[config.mk]
export PLATFORM = sky130hd
export DESIGN_NAME = http_chunked_body_decoder_flat
export DESIGN_NICKNAME = d
export VERILOG_FILES = /design/src/rtl/hcbd_pkg.sv /design/src/rtl/hcbd_if.sv /design/src/rtl/http_chunked_body_decoder.sv /design/src/flat_wrapper.sv
export SDC_FILE = /design/constraint.sdc
export NUM_CORES = 1
export LEC_CHECK = 0
export ABC_CLOCK_PERIOD_IN_PS = 2700
export BUFFER_PORTS_ARGS = -buffer_cell sky130_fd_sc_hd__buf_4
export CORE_MARGIN = 5
export CORE_UTILIZATION = 30
export CTS_CLUSTER_DIAMETER = 80
export DETAILED_ROUTE_END_ITERATION = 10
export SYNTH_ARGS = -nofsm -noshare
export SYNTH_HDL_FRONTEND = slang
export SYNTH_SLANG_ARGS = --single-unit
[constraint.sdc]
create_clock -name clock -period 2.7 [get_ports clock]
set_input_delay 0.405 -clock clock [delete_from_list [all_inputs] [get_ports clock]]
set_output_delay 0.405 -clock clock [all_outputs]
set_load 0.01 [all_outputs]
[src/rtl/hcbd_pkg.sv]
// ---------------------------------------------------------------------------
// hcbd_pkg: shared types and constants for the chunked body decoder
// Parse phases, status codes, character codes and the hex digit decoder.
// ---------------------------------------------------------------------------
package hcbd_pkg;

   localparam int SIZE_BITS_DEFAULT = 32;

   localparam logic [7:0] CHAR_CR   = 8'h0D;
   localparam logic [7:0] CHAR_LF   = 8'h0A;
   localparam logic [7:0] CHAR_SEMI = 8'h3B;

   typedef enum logic [2:0] {
      PH_SIZE    = 3'd0,
      PH_SIZE_CR = 3'd1,
      PH_EXT     = 3'd2,
      PH_EXT_CR  = 3'd3,
      PH_DATA    = 3'd4,
      PH_TRAIL1  = 3'd5,
      PH_TRAIL2  = 3'd6
   } phase_type;

   typedef enum logic [1:0] {
      ST_RUN   = 2'd0,
      ST_DONE  = 2'd1,
      ST_BAD   = 2'd2,
      ST_SHORT = 2'd3
   } status_type;

   // {is_hex, digit value}
   function automatic logic [4:0] hex_decode(input logic [7:0] b);
      logic [4:0] r;
      r = 5'd0;
      if (b >= 8'h30 && b <= 8'h39) begin
         r = {1'b1, 4'(b - 8'h30)};
      end else if (b >= 8'h61 && b <= 8'h66) begin
         r = {1'b1, 4'(b - 8'h57)};
      end else if (b >= 8'h41 && b <= 8'h46) begin
         r = {1'b1, 4'(b - 8'h37)};
      end
      return r;
   endfunction

endpackage

[src/rtl/hcbd_if.sv]
// ---------------------------------------------------------------------------
// hcbd request and response channels
// Valid/ready channels carrying encoded bytes in and decoded results out.
// ---------------------------------------------------------------------------
interface hcbd_req_if;
   logic       valid;
   logic       ready;
   logic [7:0] in_byte;
   logic       in_last;

   modport source (output valid, output in_byte, output in_last, input ready);
   modport sink   (input valid, input in_byte, input in_last, output ready);
endinterface

interface hcbd_rsp_if;
   logic       valid;
   logic       ready;
   logic [7:0] out_byte;
   logic       out_valid;
   logic [1:0] status;
   logic       end_of_message;

   modport source (output valid, output out_byte, output out_valid, output status,
                   output end_of_message, input ready);
   modport sink   (input valid, input out_byte, input out_valid, input status,
                   input end_of_message, output ready);
endinterface

[src/rtl/http_chunked_body_decoder.sv]
// ---------------------------------------------------------------------------
// http_chunked_body_decoder: HTTP/1.1 chunked transfer body decoder
// Parses size lines, passes chunk payload through and reports message status.
// ---------------------------------------------------------------------------
// Usage:
//   req_chan carries one encoded body byte per request, with in_last set on
//   the final byte of the buffer. rsp_chan returns exactly one result per
//   request: the payload byte (out_valid), a status code (running, done,
//   invalid, incomplete) and end_of_message, a copy of in_last.
//   A request passes through the input register, then the parse logic into
//   the result register. Throughput is one request per clock while the
//   receiver takes results; the parse step and the state registers it
//   updates set that rate.
//   When the receiver stalls, the result register holds and the input
//   register fills; req_chan.ready drops only once both are occupied, and
//   rises again the cycle the result is taken.
//   Reset (synchronous, active high) empties both registers and returns the
//   parser to the start of a size line. After every request with in_last the
//   parser also returns to that state, so the next byte starts a new message.
//   After done or invalid, bytes are dropped up to in_last.
// ---------------------------------------------------------------------------
module http_chunked_body_decoder #(
   parameter int SIZE_BITS = hcbd_pkg::SIZE_BITS_DEFAULT
) (
   input  logic        clock,
   input  logic        reset,
   hcbd_req_if.sink    req_chan,
   hcbd_rsp_if.source  rsp_chan
);

   // input register
   logic       in_valid_ff;
   logic [7:0] in_byte_ff;
   logic       in_last_ff;

   // result register
   logic       rsp_valid_ff;
   logic [7:0] rsp_byte_ff,  rsp_byte_in;
   logic       rsp_dv_ff,    rsp_dv_in;
   logic [1:0] rsp_status_ff;
   logic       rsp_eom_ff;
   hcbd_pkg::status_type status_in;

   // parser state
   hcbd_pkg::phase_type  phase_ff, phase_in;
   logic [SIZE_BITS-1:0] size_accum_ff, size_accum_in;
   logic [SIZE_BITS-1:0] data_left_ff, data_left_in;
   logic                 saw_digit_ff, saw_digit_in;
   logic                 size_bad_ff, size_bad_in;
   logic                 trailer_bad_ff, trailer_bad_in;
   logic                 settled_ff, settled_in;

   logic       rsp_free;
   logic       parse_go;
   logic       req_take;
   logic [4:0] hex;

   // advance the input register into the result register when it has room
   assign rsp_free = !rsp_valid_ff || rsp_chan.ready;
   assign parse_go = in_valid_ff && rsp_free;
   assign req_chan.ready = !in_valid_ff || rsp_free;
   assign req_take = req_chan.valid && req_chan.ready;

   assign hex = hcbd_pkg::hex_decode(in_byte_ff);

   always_comb begin
      phase_in       = phase_ff;
      size_accum_in  = size_accum_ff;
      data_left_in   = data_left_ff;
      saw_digit_in   = saw_digit_ff;
      size_bad_in    = size_bad_ff;
      trailer_bad_in = trailer_bad_ff;
      settled_in     = settled_ff;
      status_in      = hcbd_pkg::ST_RUN;
      rsp_dv_in      = 1'b0;

      if (!settled_ff) begin
         unique case (phase_ff)
            hcbd_pkg::PH_SIZE_CR, hcbd_pkg::PH_EXT_CR: begin
               if (in_byte_ff == hcbd_pkg::CHAR_LF) begin
                  // line end: judge the size text
                  if (!saw_digit_ff || size_bad_ff) begin
                     settled_in = 1'b1;
                     status_in  = hcbd_pkg::ST_BAD;
                  end else if (size_accum_ff == '0) begin
                     settled_in = 1'b1;
                     status_in  = hcbd_pkg::ST_DONE;
                  end else begin
                     data_left_in = size_accum_ff;
                     phase_in     = hcbd_pkg::PH_DATA;
                  end
               end else if (phase_ff == hcbd_pkg::PH_SIZE_CR) begin
                  // lone CR inside size text taints it
                  size_bad_in = 1'b1;
                  if (in_byte_ff != hcbd_pkg::CHAR_CR) begin
                     phase_in = (in_byte_ff == hcbd_pkg::CHAR_SEMI) ?
                                hcbd_pkg::PH_EXT : hcbd_pkg::PH_SIZE;
                  end
               end else if (in_byte_ff != hcbd_pkg::CHAR_CR) begin
                  phase_in = hcbd_pkg::PH_EXT;
               end
            end
            hcbd_pkg::PH_EXT: begin
               if (in_byte_ff == hcbd_pkg::CHAR_CR) phase_in = hcbd_pkg::PH_EXT_CR;
            end
            hcbd_pkg::PH_DATA: begin
               rsp_dv_in    = 1'b1;
               data_left_in = data_left_ff - SIZE_BITS'(1);
               if (data_left_in == '0) phase_in = hcbd_pkg::PH_TRAIL1;
            end
            hcbd_pkg::PH_TRAIL1: begin
               trailer_bad_in = (in_byte_ff != hcbd_pkg::CHAR_CR);
               phase_in       = hcbd_pkg::PH_TRAIL2;
            end
            hcbd_pkg::PH_TRAIL2: begin
               if (trailer_bad_ff || in_byte_ff != hcbd_pkg::CHAR_LF) begin
                  settled_in = 1'b1;
                  status_in  = hcbd_pkg::ST_BAD;
               end else begin
                  phase_in      = hcbd_pkg::PH_SIZE;
                  size_accum_in = '0;
                  saw_digit_in  = 1'b0;
                  size_bad_in   = 1'b0;
               end
            end
            default: begin
               // size digits
               if (in_byte_ff == hcbd_pkg::CHAR_CR) begin
                  phase_in = hcbd_pkg::PH_SIZE_CR;
               end else if (in_byte_ff == hcbd_pkg::CHAR_SEMI) begin
                  phase_in = hcbd_pkg::PH_EXT;
               end else if (!hex[4]) begin
                  size_bad_in = 1'b1;
               end else begin
                  saw_digit_in = 1'b1;
                  if (!size_bad_ff) begin
                     // overflow if any of the top four bits is already set
                     if (|size_accum_ff[SIZE_BITS-1 -: 4]) begin
                        size_bad_in = 1'b1;
                     end else begin
                        size_accum_in = {size_accum_ff[SIZE_BITS-5:0], hex[3:0]};
                     end
                  end
               end
            end
         endcase
         if (in_last_ff && status_in == hcbd_pkg::ST_RUN) status_in = hcbd_pkg::ST_SHORT;
      end

      // end of buffer: start over for the next message
      if (in_last_ff) begin
         phase_in       = hcbd_pkg::PH_SIZE;
         size_accum_in  = '0;
         data_left_in   = '0;
         saw_digit_in   = 1'b0;
         size_bad_in    = 1'b0;
         trailer_bad_in = 1'b0;
         settled_in     = 1'b0;
      end

      rsp_byte_in = rsp_dv_in ? in_byte_ff : 8'd0;
   end

   always_ff @(posedge clock) begin
      if (reset) begin
         in_valid_ff    <= 1'b0;
         rsp_valid_ff   <= 1'b0;
         phase_ff       <= hcbd_pkg::PH_SIZE;
         size_accum_ff  <= '0;
         data_left_ff   <= '0;
         saw_digit_ff   <= 1'b0;
         size_bad_ff    <= 1'b0;
         trailer_bad_ff <= 1'b0;
         settled_ff     <= 1'b0;
      end else begin
         // hold the request until the parse step takes it
         if (req_take) begin
            in_valid_ff <= 1'b1;
         end else if (parse_go) begin
            in_valid_ff <= 1'b0;
         end

         if (parse_go) begin
            rsp_valid_ff   <= 1'b1;
            phase_ff       <= phase_in;
            size_accum_ff  <= size_accum_in;
            data_left_ff   <= data_left_in;
            saw_digit_ff   <= saw_digit_in;
            size_bad_ff    <= size_bad_in;
            trailer_bad_ff <= trailer_bad_in;
            settled_ff     <= settled_in;
         end else if (rsp_chan.ready) begin
            rsp_valid_ff <= 1'b0;
         end
      end
   end

   // payload registers
   always_ff @(posedge clock) begin
      if (req_take) begin
         in_byte_ff <= req_chan.in_byte;
         in_last_ff <= req_chan.in_last;
      end
      if (parse_go) begin
         rsp_byte_ff   <= rsp_byte_in;
         rsp_dv_ff     <= rsp_dv_in;
         rsp_status_ff <= status_in;
         rsp_eom_ff    <= in_last_ff;
      end
   end

   assign rsp_chan.valid          = rsp_valid_ff;
   assign rsp_chan.out_byte       = rsp_byte_ff;
   assign rsp_chan.out_valid      = rsp_dv_ff;
   assign rsp_chan.status         = rsp_status_ff;
   assign rsp_chan.end_of_message = rsp_eom_ff;

   // a payload byte never carries done or invalid
   a_payload_status: assert property (@(posedge clock) disable iff (reset)
      rsp_chan.valid && rsp_chan.out_valid |->
         (rsp_chan.status == hcbd_pkg::ST_RUN || rsp_chan.status == hcbd_pkg::ST_SHORT))
      else $error("payload byte with final status");

   // after the last byte of a buffer the parser is back at a fresh size line
   a_last_restart: assert property (@(posedge clock) disable iff (reset)
      parse_go && in_last_ff |=>
         (phase_ff == hcbd_pkg::PH_SIZE && !settled_ff && size_accum_ff == '0))
      else $error("parser not restarted after last byte");

   // a stalled result is never overwritten
   a_no_overwrite: assert property (@(posedge clock) disable iff (reset)
      rsp_valid_ff && !rsp_chan.ready |-> !parse_go)
      else $error("result register overwritten while stalled");

   // a data phase always has bytes left to count
   a_data_left: assert property (@(posedge clock) disable iff (reset)
      phase_ff == hcbd_pkg::PH_DATA |-> data_left_ff != '0)
      else $error("data phase with zero count");

endmodule
[src/flat_wrapper.sv]
// flat-port wrapper written by rule: the top's interface ports become plain ports
module http_chunked_body_decoder_flat 
#(
   parameter int SIZE_BITS = hcbd_pkg::SIZE_BITS_DEFAULT
)
  (clock, reset, req_chan_valid, req_chan_in_byte, req_chan_in_last, req_chan_ready, rsp_chan_valid, rsp_chan_out_byte, rsp_chan_out_valid, rsp_chan_status, rsp_chan_end_of_message, rsp_chan_ready);
  hcbd_req_if req_chan_i ();
  hcbd_rsp_if rsp_chan_i ();
  input  logic clock;
  input  logic reset;
  input wire logic [$bits(req_chan_i.valid)-1:0] req_chan_valid;
  input wire logic [$bits(req_chan_i.in_byte)-1:0] req_chan_in_byte;
  input wire logic [$bits(req_chan_i.in_last)-1:0] req_chan_in_last;
  output wire logic [$bits(req_chan_i.ready)-1:0] req_chan_ready;
  output wire logic [$bits(rsp_chan_i.valid)-1:0] rsp_chan_valid;
  output wire logic [$bits(rsp_chan_i.out_byte)-1:0] rsp_chan_out_byte;
  output wire logic [$bits(rsp_chan_i.out_valid)-1:0] rsp_chan_out_valid;
  output wire logic [$bits(rsp_chan_i.status)-1:0] rsp_chan_status;
  output wire logic [$bits(rsp_chan_i.end_of_message)-1:0] rsp_chan_end_of_message;
  input wire logic [$bits(rsp_chan_i.ready)-1:0] rsp_chan_ready;
  assign req_chan_i.valid = req_chan_valid;
  assign req_chan_i.in_byte = req_chan_in_byte;
  assign req_chan_i.in_last = req_chan_in_last;
  assign req_chan_ready = req_chan_i.ready;
  assign rsp_chan_valid = rsp_chan_i.valid;
  assign rsp_chan_out_byte = rsp_chan_i.out_byte;
  assign rsp_chan_out_valid = rsp_chan_i.out_valid;
  assign rsp_chan_status = rsp_chan_i.status;
  assign rsp_chan_end_of_message = rsp_chan_i.end_of_message;
  assign rsp_chan_i.ready = rsp_chan_ready;
  http_chunked_body_decoder #(.SIZE_BITS(SIZE_BITS)) u_core (.clock(clock), .reset(reset), .req_chan(req_chan_i), .rsp_chan(rsp_chan_i));
endmodule
* After elaboration in Yosys (flattened, before gate mapping)
Index checks and enable logic that the tools add are counted.
Widths: inputs -> output; s select.
** Word-level totals
- Bits in registers :: 94
- Input bits :: 13
- Output and inout port bits :: 14
- Word-level logic and storage cells :: 161
** Cells by class
- Add/subtract/negate cells :: 4
- Order comparisons :: 6
- Equality and inequality tests :: 31
- Multiplexer cells :: 73
- Reductions and logical operators :: 32
** Operator list (number)
- $mux 32 :: 13
- $pmux 32 s2 :: 2
- $logic_not 32->1 :: 2
- $mux 3 :: 13
- $sub 32x1->32 const B :: 1
- $mux 1 :: 31
- $ne 3x2->1 const B :: 8
- $reduce_and 9->1 :: 2
- $eq 8x4->1 const B :: 2
- $ge 8x7->1 const B :: 2
- $le 8x7->1 const B :: 2
- $ne 4x3->1 const B :: 4
- $ne 8x4->1 const B :: 2
- $mux 5 :: 3
- $pmux 3 s5 :: 1
- $mux 2 :: 6
- $ne 3x1->1 const B :: 4
- $eq 3x3->1 const B :: 3
- $eq 8x6->1 const B :: 1
- $ge 8x6->1 const B :: 1
- $le 8x6->1 const B :: 1
- $reduce_and 8->1 :: 1
- $sub 4x3->4 const B :: 2
- $reduce_and 7->1 :: 1
- other kinds (21) :: 38

* Depth between registers and ports, before layout
- Word-level depth :: 13
- Gate-level depth with buffers :: 10
- Depth with buffers taken out :: 9

* Worst setup path before layout
No wires, ideal clock.
- Kind :: reg2reg
- Start :: reg u_core.in_byte_ff[0]
- End :: reg u_core.size_accum_ff[28]
- Library setup time :: 0.059 ns
- Data arrival time :: 2.332 ns
- Data required time :: 2.641 ns
- Slack :: 0.309 ns
- Stages on the path, launching flop included :: 10
- Buffers on the path :: 1
- Clock period less this slack :: 2.391 ns
- Cells stage by stage :: edfxtp_1 inv_1 ha_1 nor2_1 o211ai_1 a31oi_2 or3b_4 nor4b_4 buf_6 a22o_1
** Between the ends
- Longest elaborated chain between the ends :: 7
- Elaborated cells between the ends (all ways) :: 21
- Those cells by class :: order compare: 6; eq/ne: 6; mux: 3; reduce/logical: 6
** Ends and longest elaborated chain
- from (decl) :: line http_chunked_body_decoder.sv:33 : logic [7:0] in_byte_ff;
- from (signal assigned) :: line http_chunked_body_decoder.sv:201 : in_byte_ff <= req_chan.in_byte;
- $ge 8x7->1 or $le 8x7->1 (tied branches) :: line hcbd_pkg.sv:38 : end else if (b >= 8'h41 && b <= 8'h46) begin
- $logic_and 1x1->1 :: line hcbd_pkg.sv:38
- $mux 5 :: line hcbd_pkg.sv:38
- $mux 5 :: line hcbd_pkg.sv:36 : end else if (b >= 8'h61 && b <= 8'h66) begin
- $mux 5 :: line hcbd_pkg.sv:34 : if (b >= 8'h30 && b <= 8'h39) begin
- $reduce_bool 3->1 (no line)
- $reduce_and 9->1 (no line) (*)
- to (signal assigned) :: line http_chunked_body_decoder.sv:186 : size_accum_ff <= size_accum_in;
- to (decl) :: line http_chunked_body_decoder.sv:46 : logic [SIZE_BITS-1:0] size_accum_ff, size_accum_in;
Every way passes the cells marked *; elsewhere a longest branch is shown, timed or not.
A chain may end at the register's enable or synchronous reset.

* Final worst setup path
- Start :: reg u_core.data_left_ff[22]
- End :: reg u_core.phase_ff[2]
** Between the ends
- Longest elaborated chain between the ends :: 4
** Ends and longest elaborated chain
- from (decl) :: line http_chunked_body_decoder.sv:47 : logic [SIZE_BITS-1:0] data_left_ff, data_left_in;
- from (signal assigned) :: line http_chunked_body_decoder.sv:187 : data_left_ff <= data_left_in;
- $sub 32x1->32 :: line http_chunked_body_decoder.sv:108 : data_left_in = data_left_ff - SIZE_BITS'(1);
- $logic_not 32->1 :: line http_chunked_body_decoder.sv:109 : if (data_left_in == '0) phase_in = hcbd_pkg::PH_TRAIL1;
- $ne 3x1->1 (no line)
- $reduce_and 9->1 (no line)
- to (signal assigned) :: line http_chunked_body_decoder.sv:168 : phase_ff <= hcbd_pkg::PH_SIZE;
- to (signal assigned) :: line http_chunked_body_decoder.sv:185 : phase_ff <= phase_in;
- to (decl) :: line http_chunked_body_decoder.sv:45 : hcbd_pkg::phase_type phase_ff, phase_in;
No other way between the ends.

==> run_results.csv <==
group,metric,value,unit
run_status,status,"completed",
die,core_region_area,0.0172,mm^2
layout,fillCellCount,1775,
worst_hold_path,whs_endpoint,"u_core.in_byte_ff[4]",
layout,fin_util,35.2,%
detailed_routing,wire_per_inst,17.1,um
synthesis,async_reset_ff_share,0,%
layout,nets,634,
global_route,antenna_found_initial,0,
synthesis,avgSynthCellArea,8.83,um^2
sta,worst_pin_slew,0.616,ns
critical_path,crit_path_cell_trace,"or4_4 > or4_4 > nor3_2 > xnor2_2 > a21boi_1 > nand4_1 > a21bo_1",
synthesis,synthCells,589,
cts,post-cts-setup-buffers,0,
detailed_routing,dr.pass1.iters,5,
detailed_routing,drt_wl_total,14.4,mm
sta,holdWs,0.229,ns
worst_hold_path,hp-start,"req_chan_in_byte[4]",
critical_path,r2r_cells,7,
sta,fin_crit,2.60,ns
place,routabilityCongestion,0.968,
sta,post-route-period-util,96.4,%
critical_path,rrSetupSlack,0.1,ns
layout,antenna_cells,0,
synthesis,syn_area,0.00520,mm^2
detailed_routing,drtIter0Drc,642,
pwr,p_leak,0.00225,uW
sta,hold_violations,0,
global_route,grt_max_degree,51,
critical_path,crit_arrival,2.86,ns
cts,clockBufferDepth,2,
critical_path,critPathBufInv,0,
place,dp_hpwl,10.0,mm
critical_path,cp_common_cell,"or4_4",
die,die-height,142,um
synthesis,synth_cell_types,72,
sta,rsz0062_at_grt,"false",
cts,clkSinkCount,94,
sta,maxSlewHeadroom,58.8,%
die,dieWidth,142,um
synthesis,yosysMostFrequentCell,"dfxtp_1",
critical_path,crit_type,"flip-flop to flip-flop",
detailed_routing,vias,4756,
pwr,cellPowerDensity,469,mW/mm^2
synthesis,synth_area_leaders,"dfxtp_1 28%, edfxtp_1 12%, a21oi_1 4.9%",
cts,cts_buffers,9,
critical_path,slowest_delay,0.59,ns
sta,finalClockSkew,0.0102,ns
synthesis,synth_edf_count,21,
layout,finish.instance_area,0.00604,mm^2
sta,final_max_slew_viol_count,0,
cts,cts_tree,"yes",
critical_path,cpLargestDelayFamily,"simple AND/OR/NAND/NOR gates",
sta,max_freq,384,MHz
detailed_routing,viasPerCell,5.64,
place,place_area,0.00574,mm^2
synthesis,yosysTopAreaCell,"dfxtp_1",
detailed_routing,route.detailed.drc,0,
cts,root_buffer,"clkbuf_16",
pwr,finalPower,2830,uW
place,io_buffers,26,
detailed_routing,ant_nets,0,
synthesis,yosysWarnings,0,
die,row_count,48,
worst_hold_path,hold_class,"input pin to flip-flop",
global_route,grt_use_total,14.3,%
synthesis,synth_top_area_share,28.1,%
die,initial_core_util,30.3,%
layout,seq_area,0.00209,mm^2
pwr,irDropWorstVdd,0.250,mV
worst_hold_path,hold_depth,1,
die,dieArea,0.0201,mm^2
job,cap_violations,0,
global_route,grt_overflow,0,
sta,fin_setup_tns,0,ns
layout,syn_to_final_growth,16.1,%
critical_path,rr_startpoint,"u_core.data_left_ff[22]",
synthesis,synthFlopType,"dfxtp_1",
critical_path,r2r-end,"u_core.phase_ff[2]",
cts,clkSlewWorstSetupHoldPaths,0.07,ns
synthesis,synth-seq-cells,94,
critical_path,cpMaxStageDelayCell,"or4_4",
critical_path,worst_ep_required_time,2.95,ns
critical_path,cp-end-kind,"flip-flop",
critical_path,critPathMaxFanout,8,
cts,worstSkewPairLatency,0.35,ns
synthesis,ys_seq_area_share,40.2,%
synthesis,synthTopCellsByCount,"73 x dfxtp_1, 51 x a21oi_1, 50 x nor2_1, 32 x nand2_1, 28 x a22o_1",
synthesis,synth_fp_nets,609,
cts,htree_levels,3,
layout,multiInputGateArea,0.00288,mm^2
global_route,grt_pass1_vias,4532,
die,pin_count,27,
critical_path,crit_path_start_kind,"flip-flop",
sta,setup-violations-final,0,
global_route,grt_pass1_wl,23.1,mm
layout,drive_gt1_share,15.2,%
cells in the final DEF, fill, tap and decap left out, drive strengths merged, types with 9 or more instances in the layout:
cell / instances
mux2i: 13
nand2: 32
nor2: 51
xnor2: 11
o32ai: 9
nor2b: 17
nor3: 26
o21ai: 40
edfxtp: 21
nand3: 12
a22o: 28
clkbuf: 9
nand2b: 10
buf: 52
dfxtp: 73
a21oi: 52
nor4: 19
inv: 23
where the power goes:
part / total, uW / switching [uW] / internal, uW
registers: 1480 / 21.1 / 1450
logic: 161 / 97.5 / 63.5
clock network: 1190 / 569 / 626
cell type report:
class,instances,share of cell area [%]
timing repair buffer,52,7.08
tap,225,4.66
sequential,94,34.6
clock inverter,7,0.808
multi-input combinational,435,47.7
clock buffer,9,3.73
inverter,22,1.37
worst max path at each step:
stage                     slack, ns                     from  depth (start not counted)                        to
after floorplan                0.31     u_core.in_byte_ff[0]                          9  u_core.size_accum_ff[28]
after global placement         0.05  u_core.data_left_ff[22]                          7        u_core.phase_ff[2]
after detailed placement       0.08  u_core.data_left_ff[22]                          7        u_core.phase_ff[2]
after CTS                      0.07  u_core.data_left_ff[22]                          7        u_core.phase_ff[2]
after global routing          0.008     u_core.in_byte_ff[1]                         10  u_core.size_accum_ff[29]
final                           0.1  u_core.data_left_ff[22]                          7        u_core.phase_ff[2]
per-layer routing:
| metal | vias to the layer above | global-route usage (%) | wire, um |
|---|---|---|---|
| li1 | 2259 | - | - |
| met1 | 2304 | 18.8 | 6460 |
| met2 | 171 | 22.8 | 6770 |
| met3 | 22 | 2.66 | 863 |
| met4 | 0 | 6.62 | 298 |
| met5 | - | 0 | 0 |
sequential cells by signal (all words and copies together) (netlist names), 2 cells and up:
signal	cells
u_core.phase_ff	3
u_core.size_accum_ff	32
u_core.data_left_ff	32
u_core.rsp_chan.out_byte	8
u_core.in_byte_ff	8
u_core.rsp_chan.status	2
cell families (layout without fill, tap and decap cells):
logic type	Yosys count	count (layout)	share of synthesized area [%]
multiplexers	14	14	2.72
flip-flops	94	94	40.2
adder cells (fa/ha/maj)	7	7	1.68
AO/OA/AOI/OAI	179	179	23.6
XOR/XNOR	14	14	2.36
AND/OR/NAND/NOR	221	221	24.5
buffers and inverters	60	90	4.91
metrics by stage:
step,instances,worst slack (ns)
3_5_place_dp,828,0.0823
6_report,844,0.0971
5_1_grt,844,0.00760
3_3_place_gp,828,0.0546
2_1_floorplan,589,0.309
4_1_cts,844,0.0658
timing repair:
action / CTS / global route
resized for setup: 0 / 3
endpoints found under the setup margin: 0 / 5
hold buffers: 0 / 0
(Power assumes the default switching activity.)
